===== config.mk =====
export PLATFORM = sky130hd
export DESIGN_NAME = co2_average_level_alarm_top
export DESIGN_NICKNAME = d
export VERILOG_FILES = /design/src/rtl/co2alm_pkg.sv /design/src/rtl/co2_average_level_alarm_top.sv
export SDC_FILE = /design/constraint.sdc
export NUM_CORES = 1
export LEC_CHECK = 0
export ABC_AREA = 1
export BUFFER_PORTS_ARGS = -buffer_cell sky130_fd_sc_hd__buf_4
export CORE_ASPECT_RATIO = 2
export CORE_UTILIZATION = 30
export CTS_CLUSTER_DIAMETER = 80
export DETAILED_ROUTE_END_ITERATION = 6
export PLACE_DENSITY_LB_ADDON = 0.25
export SYNTH_ARGS = -nofsm -noshare
export SYNTH_HDL_FRONTEND = slang
export SYNTH_SLANG_ARGS = --single-unit

===== constraint.sdc =====
create_clock -name clk -period 14.8 [get_ports clk]
set_input_delay 2.96 -clock clk [delete_from_list [all_inputs] [get_ports clk]]
set_output_delay 2.96 -clock clk [all_outputs]
set_load 0.01 [all_outputs]

===== src/rtl/co2alm_pkg.sv =====
// Shared types and constants of the gas level alarm.
package co2alm_pkg;

    // Announced level codes.
    typedef enum logic [2:0] {
        GRADE_UNDEF   = 3'd0,
        GRADE_NORMAL  = 3'd1,
        GRADE_MINIMUM = 3'd2,
        GRADE_MEDIUM  = 3'd3,
        GRADE_MAXIMUM = 3'd4,
        GRADE_EXTREME = 3'd5
    } level_t;

    // Input item kinds, carried on s_axis_tuser.
    localparam logic CMD_SAMPLE = 1'b0;
    localparam logic CMD_TICK   = 1'b1;

    // Configuration register indexes.
    typedef enum logic [2:0] {
        REG_LEVEL_NORMAL   = 3'd0,
        REG_LEVEL_MINIMUM  = 3'd1,
        REG_LEVEL_MEDIUM   = 3'd2,
        REG_LEVEL_MAXIMUM  = 3'd3,
        REG_LEVEL_EXTREME  = 3'd4,
        REG_REPEAT_MEDIUM  = 3'd5,
        REG_REPEAT_MAXIMUM = 3'd6,
        REG_REPEAT_EXTREME = 3'd7
    } cfg_reg_t;

    localparam int CFG_W    = 16;
    localparam int SAMPLE_W = 16;
    localparam int AVG_W    = 16;
    localparam int NUM_THR  = 5;

    // Register values after reset.
    localparam int RST_LEVEL_NORMAL   = 400;
    localparam int RST_LEVEL_MINIMUM  = 800;
    localparam int RST_LEVEL_MEDIUM   = 1000;
    localparam int RST_LEVEL_MAXIMUM  = 1400;
    localparam int RST_LEVEL_EXTREME  = 2000;
    localparam int RST_REPEAT_MEDIUM  = 600;
    localparam int RST_REPEAT_MAXIMUM = 300;
    localparam int RST_REPEAT_EXTREME = 150;

endpackage


===== src/rtl/co2_average_level_alarm_top.sv =====
// Moving-average gas level alarm: ring, running sum, level classifier, result pipeline.
//
// Each transfer on the slave side is a sensor sample (s_axis_tuser = 0) or one timer
// tick (s_axis_tuser = 1), and each produces exactly one result transfer carrying the
// truncated average of the last WINDOW samples, the level currently announced and an
// announce flag. The block takes one item per clock while s_axis_tready is high; the
// input transfer updates the ring, the running sum and the alarm state and loads the
// first pipeline register, and the output register takes the sum divided by WINDOW
// with a constant reciprocal multiply. Up to two items are in flight ahead of a stalled
// output, and s_axis_tready drops only when both pipeline registers hold data and
// m_axis_tready is low. Thresholds are kept internally pre-scaled by WINDOW so the
// level decision compares the running sum directly. A sample is classified only while
// checking is armed; each check disarms it for CHECK_TICKS ticks. Medium, maximum and
// extreme announcements start a repeat countdown that forgets the announced level when
// it runs out, so the same level is announced again at the next check. Write the
// configuration registers only while no item is in flight.
module co2_average_level_alarm_top #(
    parameter int WINDOW      = 10,
    parameter int CHECK_TICKS = 50
) (
    input  logic        clk,
    input  logic        rst_n,
    // Input stream
    input  logic        s_axis_tvalid,
    output logic        s_axis_tready,
    input  logic [15:0] s_axis_tdata,   // [15:0] sample_ppm
    input  logic [0:0]  s_axis_tuser,   // [0] command
    // Result stream
    output logic        m_axis_tvalid,
    input  logic        m_axis_tready,
    output logic [23:0] m_axis_tdata,   // [15:0] average_ppm, [18:16] level, [23:19] zero
    output logic [0:0]  m_axis_tuser,   // [0] announce
    // Configuration write port
    input  logic        cfg_we,
    input  logic [2:0]  cfg_index,
    input  logic [15:0] cfg_wdata
);
    import co2alm_pkg::*;

    // Ring position width, running sum width, reciprocal divider constants and check counter width.
    localparam int PW     = $clog2(WINDOW);
    localparam int SW     = SAMPLE_W + PW;
    localparam int SHIFT  = SW + PW;
    localparam int RW     = SW + 1;
    localparam int PRW    = SW + RW;
    localparam int RECIP  = ((1 << SHIFT) + WINDOW - 1) / WINDOW;
    localparam int CW     = $clog2(CHECK_TICKS + 1);

    localparam logic [PW-1:0] POS_LAST  = PW'(WINDOW - 1);
    localparam logic [RW-1:0] RECIP_V   = RW'(RECIP);
    localparam logic [CW-1:0] CHECK_V   = CW'(CHECK_TICKS);

    // Configuration: thresholds held as level * WINDOW, repeat counts as written.
    logic [SW-1:0]    thr_reg [NUM_THR];
    logic [CFG_W-1:0] rpt_medium_reg;
    logic [CFG_W-1:0] rpt_maximum_reg;
    logic [CFG_W-1:0] rpt_extreme_reg;
    logic [SW-1:0]    thr_scaled;

    // Sample ring and running sum.
    logic [SAMPLE_W-1:0] ring_mem [WINDOW];
    logic [SAMPLE_W-1:0] old_data_reg;
    logic                old_valid_reg;
    logic [SAMPLE_W-1:0] old_word;
    logic [PW-1:0]       pos_reg, pos_next;
    logic                full_reg, full_next;
    logic                wrap;
    logic [SW-1:0]       sum_reg, sum_next, sum_calc;

    // Alarm state.
    level_t              level_reg, level_next;
    level_t              lvl_class;
    logic                check_en_reg, check_en_next;
    logic [CW-1:0]       check_cnt_reg, check_cnt_next;
    logic [CFG_W-1:0]    rpt_cnt_reg, rpt_cnt_next, rpt_load, rpt_dec;
    logic                rpt_act_reg, rpt_act_next;
    logic                announce;
    logic [NUM_THR-1:0]  ge;

    // Pipeline.
    logic                accept, is_sample;
    logic                p1_valid_reg, p1_ready, advance;
    logic [SW-1:0]       p1_sum_reg;
    logic                p1_announce_reg;
    level_t              p1_level_reg;
    logic                out_valid_reg, out_ready;
    logic [AVG_W-1:0]    out_avg_reg;
    logic                out_announce_reg;
    level_t              out_level_reg;
    logic [PRW-1:0]      prod;

    // Handshake: each register stage takes new data when it is empty or draining.
    assign out_ready     = !out_valid_reg || m_axis_tready;
    assign p1_ready      = !p1_valid_reg || out_ready;
    assign advance       = p1_valid_reg && out_ready;
    assign s_axis_tready = p1_ready;
    assign accept        = s_axis_tvalid && s_axis_tready;
    assign is_sample     = (s_axis_tuser[0] == CMD_SAMPLE);

    assign thr_scaled = SW'(cfg_wdata) * SW'(WINDOW);

    // Oldest sample leaves the sum; entries never written read as zero.
    assign old_word = old_valid_reg ? old_data_reg : '0;
    assign sum_calc = sum_reg - SW'(old_word) + SW'(s_axis_tdata);
    assign wrap     = (pos_reg == POS_LAST);

    // Classify the new sum against scaled thresholds, tests in priority order.
    always_comb
    begin
        for (int k = 0; k < NUM_THR; k++)
        begin
            ge[k] = (sum_calc >= thr_reg[k]);
        end
        if (ge[0] && !ge[1])
        begin
            lvl_class = GRADE_NORMAL;
        end
        else if (ge[1] && !ge[2])
        begin
            lvl_class = GRADE_MINIMUM;
        end
        else if (ge[2] && !ge[3])
        begin
            lvl_class = GRADE_MEDIUM;
        end
        else if (ge[3] && !ge[4])
        begin
            lvl_class = GRADE_MAXIMUM;
        end
        else if (ge[4])
        begin
            lvl_class = GRADE_EXTREME;
        end
        else
        begin
            lvl_class = GRADE_UNDEF;
        end
    end

    // Repeat count for the new level; zero counts as one.
    always_comb
    begin
        case (lvl_class)
            GRADE_MEDIUM:  rpt_load = rpt_medium_reg;
            GRADE_MAXIMUM: rpt_load = rpt_maximum_reg;
            default:       rpt_load = rpt_extreme_reg;
        endcase
        if (rpt_load == '0)
        begin
            rpt_load = CFG_W'(1);
        end
    end

    assign rpt_dec = (rpt_cnt_reg != '0) ? rpt_cnt_reg - CFG_W'(1) : rpt_cnt_reg;

    // Per-item state update.
    always_comb
    begin
        sum_next       = sum_reg;
        pos_next       = wrap ? '0 : pos_reg + PW'(1);
        full_next      = full_reg;
        level_next     = level_reg;
        check_en_next  = check_en_reg;
        check_cnt_next = check_cnt_reg;
        rpt_cnt_next   = rpt_cnt_reg;
        rpt_act_next   = rpt_act_reg;
        announce       = 1'b0;
        if (accept && is_sample)
        begin
            sum_next  = sum_calc;
            full_next = full_reg || wrap;
            if (check_en_reg)
            begin
                check_en_next  = 1'b0;
                check_cnt_next = CHECK_V;
                if (lvl_class != GRADE_UNDEF && lvl_class != level_reg)
                begin
                    announce     = 1'b1;
                    level_next   = lvl_class;
                    rpt_act_next = 1'b0;
                    rpt_cnt_next = '0;
                    if (lvl_class >= GRADE_MEDIUM)
                    begin
                        rpt_cnt_next = rpt_load;
                        rpt_act_next = 1'b1;
                    end
                end
            end
        end
        else if (accept)
        begin
            // Tick: advance the repeat countdown, then the check countdown.
            if (rpt_act_reg)
            begin
                rpt_cnt_next = rpt_dec;
                if (rpt_dec == '0)
                begin
                    rpt_act_next = 1'b0;
                    level_next   = GRADE_UNDEF;
                end
            end
            if (check_cnt_reg != '0)
            begin
                check_cnt_next = check_cnt_reg - CW'(1);
                if (check_cnt_reg == CW'(1))
                begin
                    check_en_next = 1'b1;
                end
            end
        end
    end

    // Control and state registers.
    always_ff @(posedge clk or negedge rst_n)
    begin
        if (!rst_n)
        begin
            thr_reg[0]      <= SW'(RST_LEVEL_NORMAL * WINDOW);
            thr_reg[1]      <= SW'(RST_LEVEL_MINIMUM * WINDOW);
            thr_reg[2]      <= SW'(RST_LEVEL_MEDIUM * WINDOW);
            thr_reg[3]      <= SW'(RST_LEVEL_MAXIMUM * WINDOW);
            thr_reg[4]      <= SW'(RST_LEVEL_EXTREME * WINDOW);
            rpt_medium_reg  <= CFG_W'(RST_REPEAT_MEDIUM);
            rpt_maximum_reg <= CFG_W'(RST_REPEAT_MAXIMUM);
            rpt_extreme_reg <= CFG_W'(RST_REPEAT_EXTREME);
            sum_reg         <= '0;
            pos_reg         <= '0;
            full_reg        <= 1'b0;
            old_valid_reg   <= 1'b0;
            level_reg       <= GRADE_UNDEF;
            check_en_reg    <= 1'b1;
            check_cnt_reg   <= '0;
            rpt_cnt_reg     <= '0;
            rpt_act_reg     <= 1'b0;
            p1_valid_reg    <= 1'b0;
            out_valid_reg   <= 1'b0;
        end
        else
        begin
            if (cfg_we)
            begin
                unique case (cfg_reg_t'(cfg_index))
                    REG_LEVEL_NORMAL:   thr_reg[0]      <= thr_scaled;
                    REG_LEVEL_MINIMUM:  thr_reg[1]      <= thr_scaled;
                    REG_LEVEL_MEDIUM:   thr_reg[2]      <= thr_scaled;
                    REG_LEVEL_MAXIMUM:  thr_reg[3]      <= thr_scaled;
                    REG_LEVEL_EXTREME:  thr_reg[4]      <= thr_scaled;
                    REG_REPEAT_MEDIUM:  rpt_medium_reg  <= cfg_wdata;
                    REG_REPEAT_MAXIMUM: rpt_maximum_reg <= cfg_wdata;
                    REG_REPEAT_EXTREME: rpt_extreme_reg <= cfg_wdata;
                    default:            ;
                endcase
            end
            sum_reg       <= sum_next;
            full_reg      <= full_next;
            level_reg     <= level_next;
            check_en_reg  <= check_en_next;
            check_cnt_reg <= check_cnt_next;
            rpt_cnt_reg   <= rpt_cnt_next;
            rpt_act_reg   <= rpt_act_next;
            if (accept && is_sample)
            begin
                pos_reg       <= pos_next;
                old_valid_reg <= full_next;
            end
            if (accept)
            begin
                p1_valid_reg <= 1'b1;
            end
            else if (advance)
            begin
                p1_valid_reg <= 1'b0;
            end
            if (out_ready)
            begin
                out_valid_reg <= p1_valid_reg;
            end
        end
    end

    // Ring write at the current slot; prefetch the next slot's old sample.
    always_ff @(posedge clk)
    begin
        if (accept && is_sample)
        begin
            ring_mem[pos_reg] <= s_axis_tdata;
            old_data_reg      <= ring_mem[pos_next];
        end
    end

    // Average by reciprocal multiply, exact for every sum the ring can hold.
    assign prod = PRW'(p1_sum_reg) * PRW'(RECIP_V);

    // Payload registers.
    always_ff @(posedge clk)
    begin
        if (accept)
        begin
            p1_sum_reg      <= sum_next;
            p1_announce_reg <= announce;
            p1_level_reg    <= level_next;
        end
        if (advance)
        begin
            out_avg_reg      <= prod[SHIFT +: AVG_W];
            out_announce_reg <= p1_announce_reg;
            out_level_reg    <= p1_level_reg;
        end
    end

    assign m_axis_tvalid = out_valid_reg;
    assign m_axis_tdata  = {5'b0, out_level_reg, out_avg_reg};
    assign m_axis_tuser  = out_announce_reg;

endmodule


==> results.yml <==
logic_synthesis:
  synth_top_cells_by_count: "692 x nand2_1, 593 x inv_1, 339 x ha_1"
  seq_area_frac_synth: 0.404
  synth_xor_area_frac: 0.0186
  synth_top_family_by_area: "adder cells"
  netlist_instances: 3118
  synthFlopType: "edfxtp_1"
  synth_cell_types: 56
  ys_top_cells_by_area: "edfxtp_1 23%, ha_1 15%, dfrtp_1 14%, fa_1 11%, nand2_1 9.0%"
  synth.mux.area_fraction: 0.000392
  yosys.area_share.adder: 0.256
  synth_top_area_cell: "edfxtp_1"
  syn-mean-instance-area_um2: 9.22
  netlist.area_leader.share: 0.230
  yosysWarnings: 0
  syn_area_mm2: 0.0287
  synthSimpleGateAreaFrac: 0.143
  yosysMostFrequentCell: "nand2_1"
  synth-edff-count: 220
  ys_ff_latch: 418
  synth_compound_area_frac: 0.0868
  synthArstFlopShare: 0.474
floorplanning:
  die_h_um: 440
  fp-row-count: 160
  die_x_um: 221
  ioPinCount: 68
  start_util: 0.303
  die-area_mm2: 0.0971
  coreArea_mm2: 0.0949
clock_tree:
  clock-sinks: 418
  cts_hold_buf: 0
  htreeDepth: 2
  clock-root-buffer: "clkbuf_16"
  cts.path.max_buffers: 3
  post_cts_buffers: 0
  cts_buffers: 45
  clkTransAtPathRegs_ns: 0.07
  worstSkewPairLatency_ns: 0.61
  ctsResizeCount: 0
  cts_tree: "done"
timing:
  hold_violations: 0
  min_period_ns: 8.71
  setup_viol: 0
  rsz0062_at_grt: "no"
  slew_headroom: 0.247
  fin_crit_sh: 0.588
  holdWs_ns: 0.426
  max_slew.worst_pin.slew_ns: 1.13
  clock.fmax_mhz: 115
  finalMaxSlewViolations: 0
  setup_tns_ns: 0
  skew_ns: 0.0357
global_route:
  grt_max_degree: 82
  use_met1: 0.164
  grt_util_met2: 0.343
  antenna_found_initial: 7
  track_usage: 0.171
  grt_pass1_vias: 21701
  met3_usage: 0.0247
  gr-total-overflow: 0
  grt-busiest-layer: "met2"
  grt_pass1_wl_mm: 126
placement:
  place.gp.congestion: 0.912
  hpwl_mm: 65.2
  portBuffers: 62
  dp.cells: 4348
layout:
  stdcell_count: 4432
  drive_above_1_share: 0.0771
  synthToLayoutAreaGrowth_pct: 11.9
  largest_reg_flops: 160
  insertedDiodeCount: 0
  fin_nets: 3716
run_status:
  status: "finished with violations"
  violations: "DRC"
critical_path:
  timing.rr.end: "rpt_cnt_reg[0]"
  start_kind: "input pin"
  setup.worst_path.class: "in2reg"
  required_ns: 15.34
  ff2ff_setup_slack_ns: 7.94
  crit_path_frequent_cell: "nor2_1"
  critPathMaxStageDelay_ns: 0.65
  critPathLaunch: "s_axis_tdata[2]"
  rr_startpoint: "old_valid_reg"
  crit_slowest_cell: "nor2_1"
  cp.arrival_ns: 9.24
  crit_fanout: 19
  cp_top_family: "simple AND/OR/NAND/NOR gates"
  r2r_cells: 33
  crit_buf_inv: 4
  end_kind: "flip-flop"
drt:
  first_pass_iters: 7
  post_drt_wl_per_cell_um: 18.4
  vias: 20793
  drt_iter0_markers: 898
  drc: 8
  wl_mm: 81.6
  ant_nets: 0
  via_per_inst: 4.69
flow_run:
  maxCapViolCount: 0
hold_path:
  whs_path_depth: 0
  min_from: "p1_announce_reg"
  min_to: "m_axis_tuser"
  hold_path.class: "reg2reg"
## metrics by stage
stage / utilization / area [µm²] / setup slack (ns)
finish: 0.339 / 32200 / 6.09
global route: 0.339 / 32200 / 5.52
CTS: 0.339 / 32200 / 6.13
detailed placement: 0.323 / 30700 / 5.52
global placement: 0.323 / 30700 / 5.66
floorplan: - / 28800 / 6.86
## routing by layer
metal,routed length [µm],up-vias
li1,-,10200
met2,45300,371
met4,4900,12
met3,2680,206
met5,79,-
met1,28600,10004
## cells by family after synthesis
kind of cell | Yosys count
buffers and inverters | 680
and+or+nand+nor | 1008
AOI/OAI and AO/OA | 454
DFF | 418
other | 1
muxes | 1
adders and majority gates | 495
xor gates and xnor gates | 61
## placed cells by master (no fill, tap or decap), drive strengths merged, types with 58 or more instances in the layout
cell | Yosys | routed
nand2 | 702 | 702
fa | 156 | 156
o21ai | 244 | 244
dfrtp | 156 | 156
edfxtp | 220 | 220
nand3 | 123 | 123
inv | 599 | 602
clkbuf | 55 | 58
a21oi | 106 | 106
buf | 24 | 89
ha | 339 | 339
nor2 | 137 | 137
## area by class of cell
cell class / instances / area (µm²)
fill: 9914 / 62700
multi-input combinational: 2024 / 14600
sequential: 418 / 11600
inverter: 601 / 2260
tap: 1215 / 1520
clock buffer: 57 / 1220
timing repair buffer: 90 / 682
clock inverter: 27 / 263
## worst max-delay path by stage
stage | slack (ns) | cells past startpoint | to
finish | 6.09 | 33 | rpt_cnt_reg[0]
global route | 5.52 | 33 | rpt_cnt_reg[0]
CTS | 6.13 | 33 | rpt_cnt_reg[0]
detailed placement | 5.52 | 33 | rpt_cnt_reg[0]
global placement | 5.66 | 33 | rpt_cnt_reg[0]
floorplan | 6.86 | 37 | rpt_cnt_reg[13]
## worst reg2reg max path, delay by kind of cell (launching register included)
| family | cells | cell delay, ns |
|---|---|---|
| adder cells (fa/ha/maj) | 3 | 1.18 |
| flip-flops | 1 | 0.59 |
| AND/OR/NAND/NOR | 18 | 2.71 |
| buffers and inverters | 3 | 0.20 |
| AO/OA/AOI/OAI | 9 | 2.15 |
Power is not shown: default switching activity piles up to over one toggle a cycle in this logic, so the estimate is an artifact.
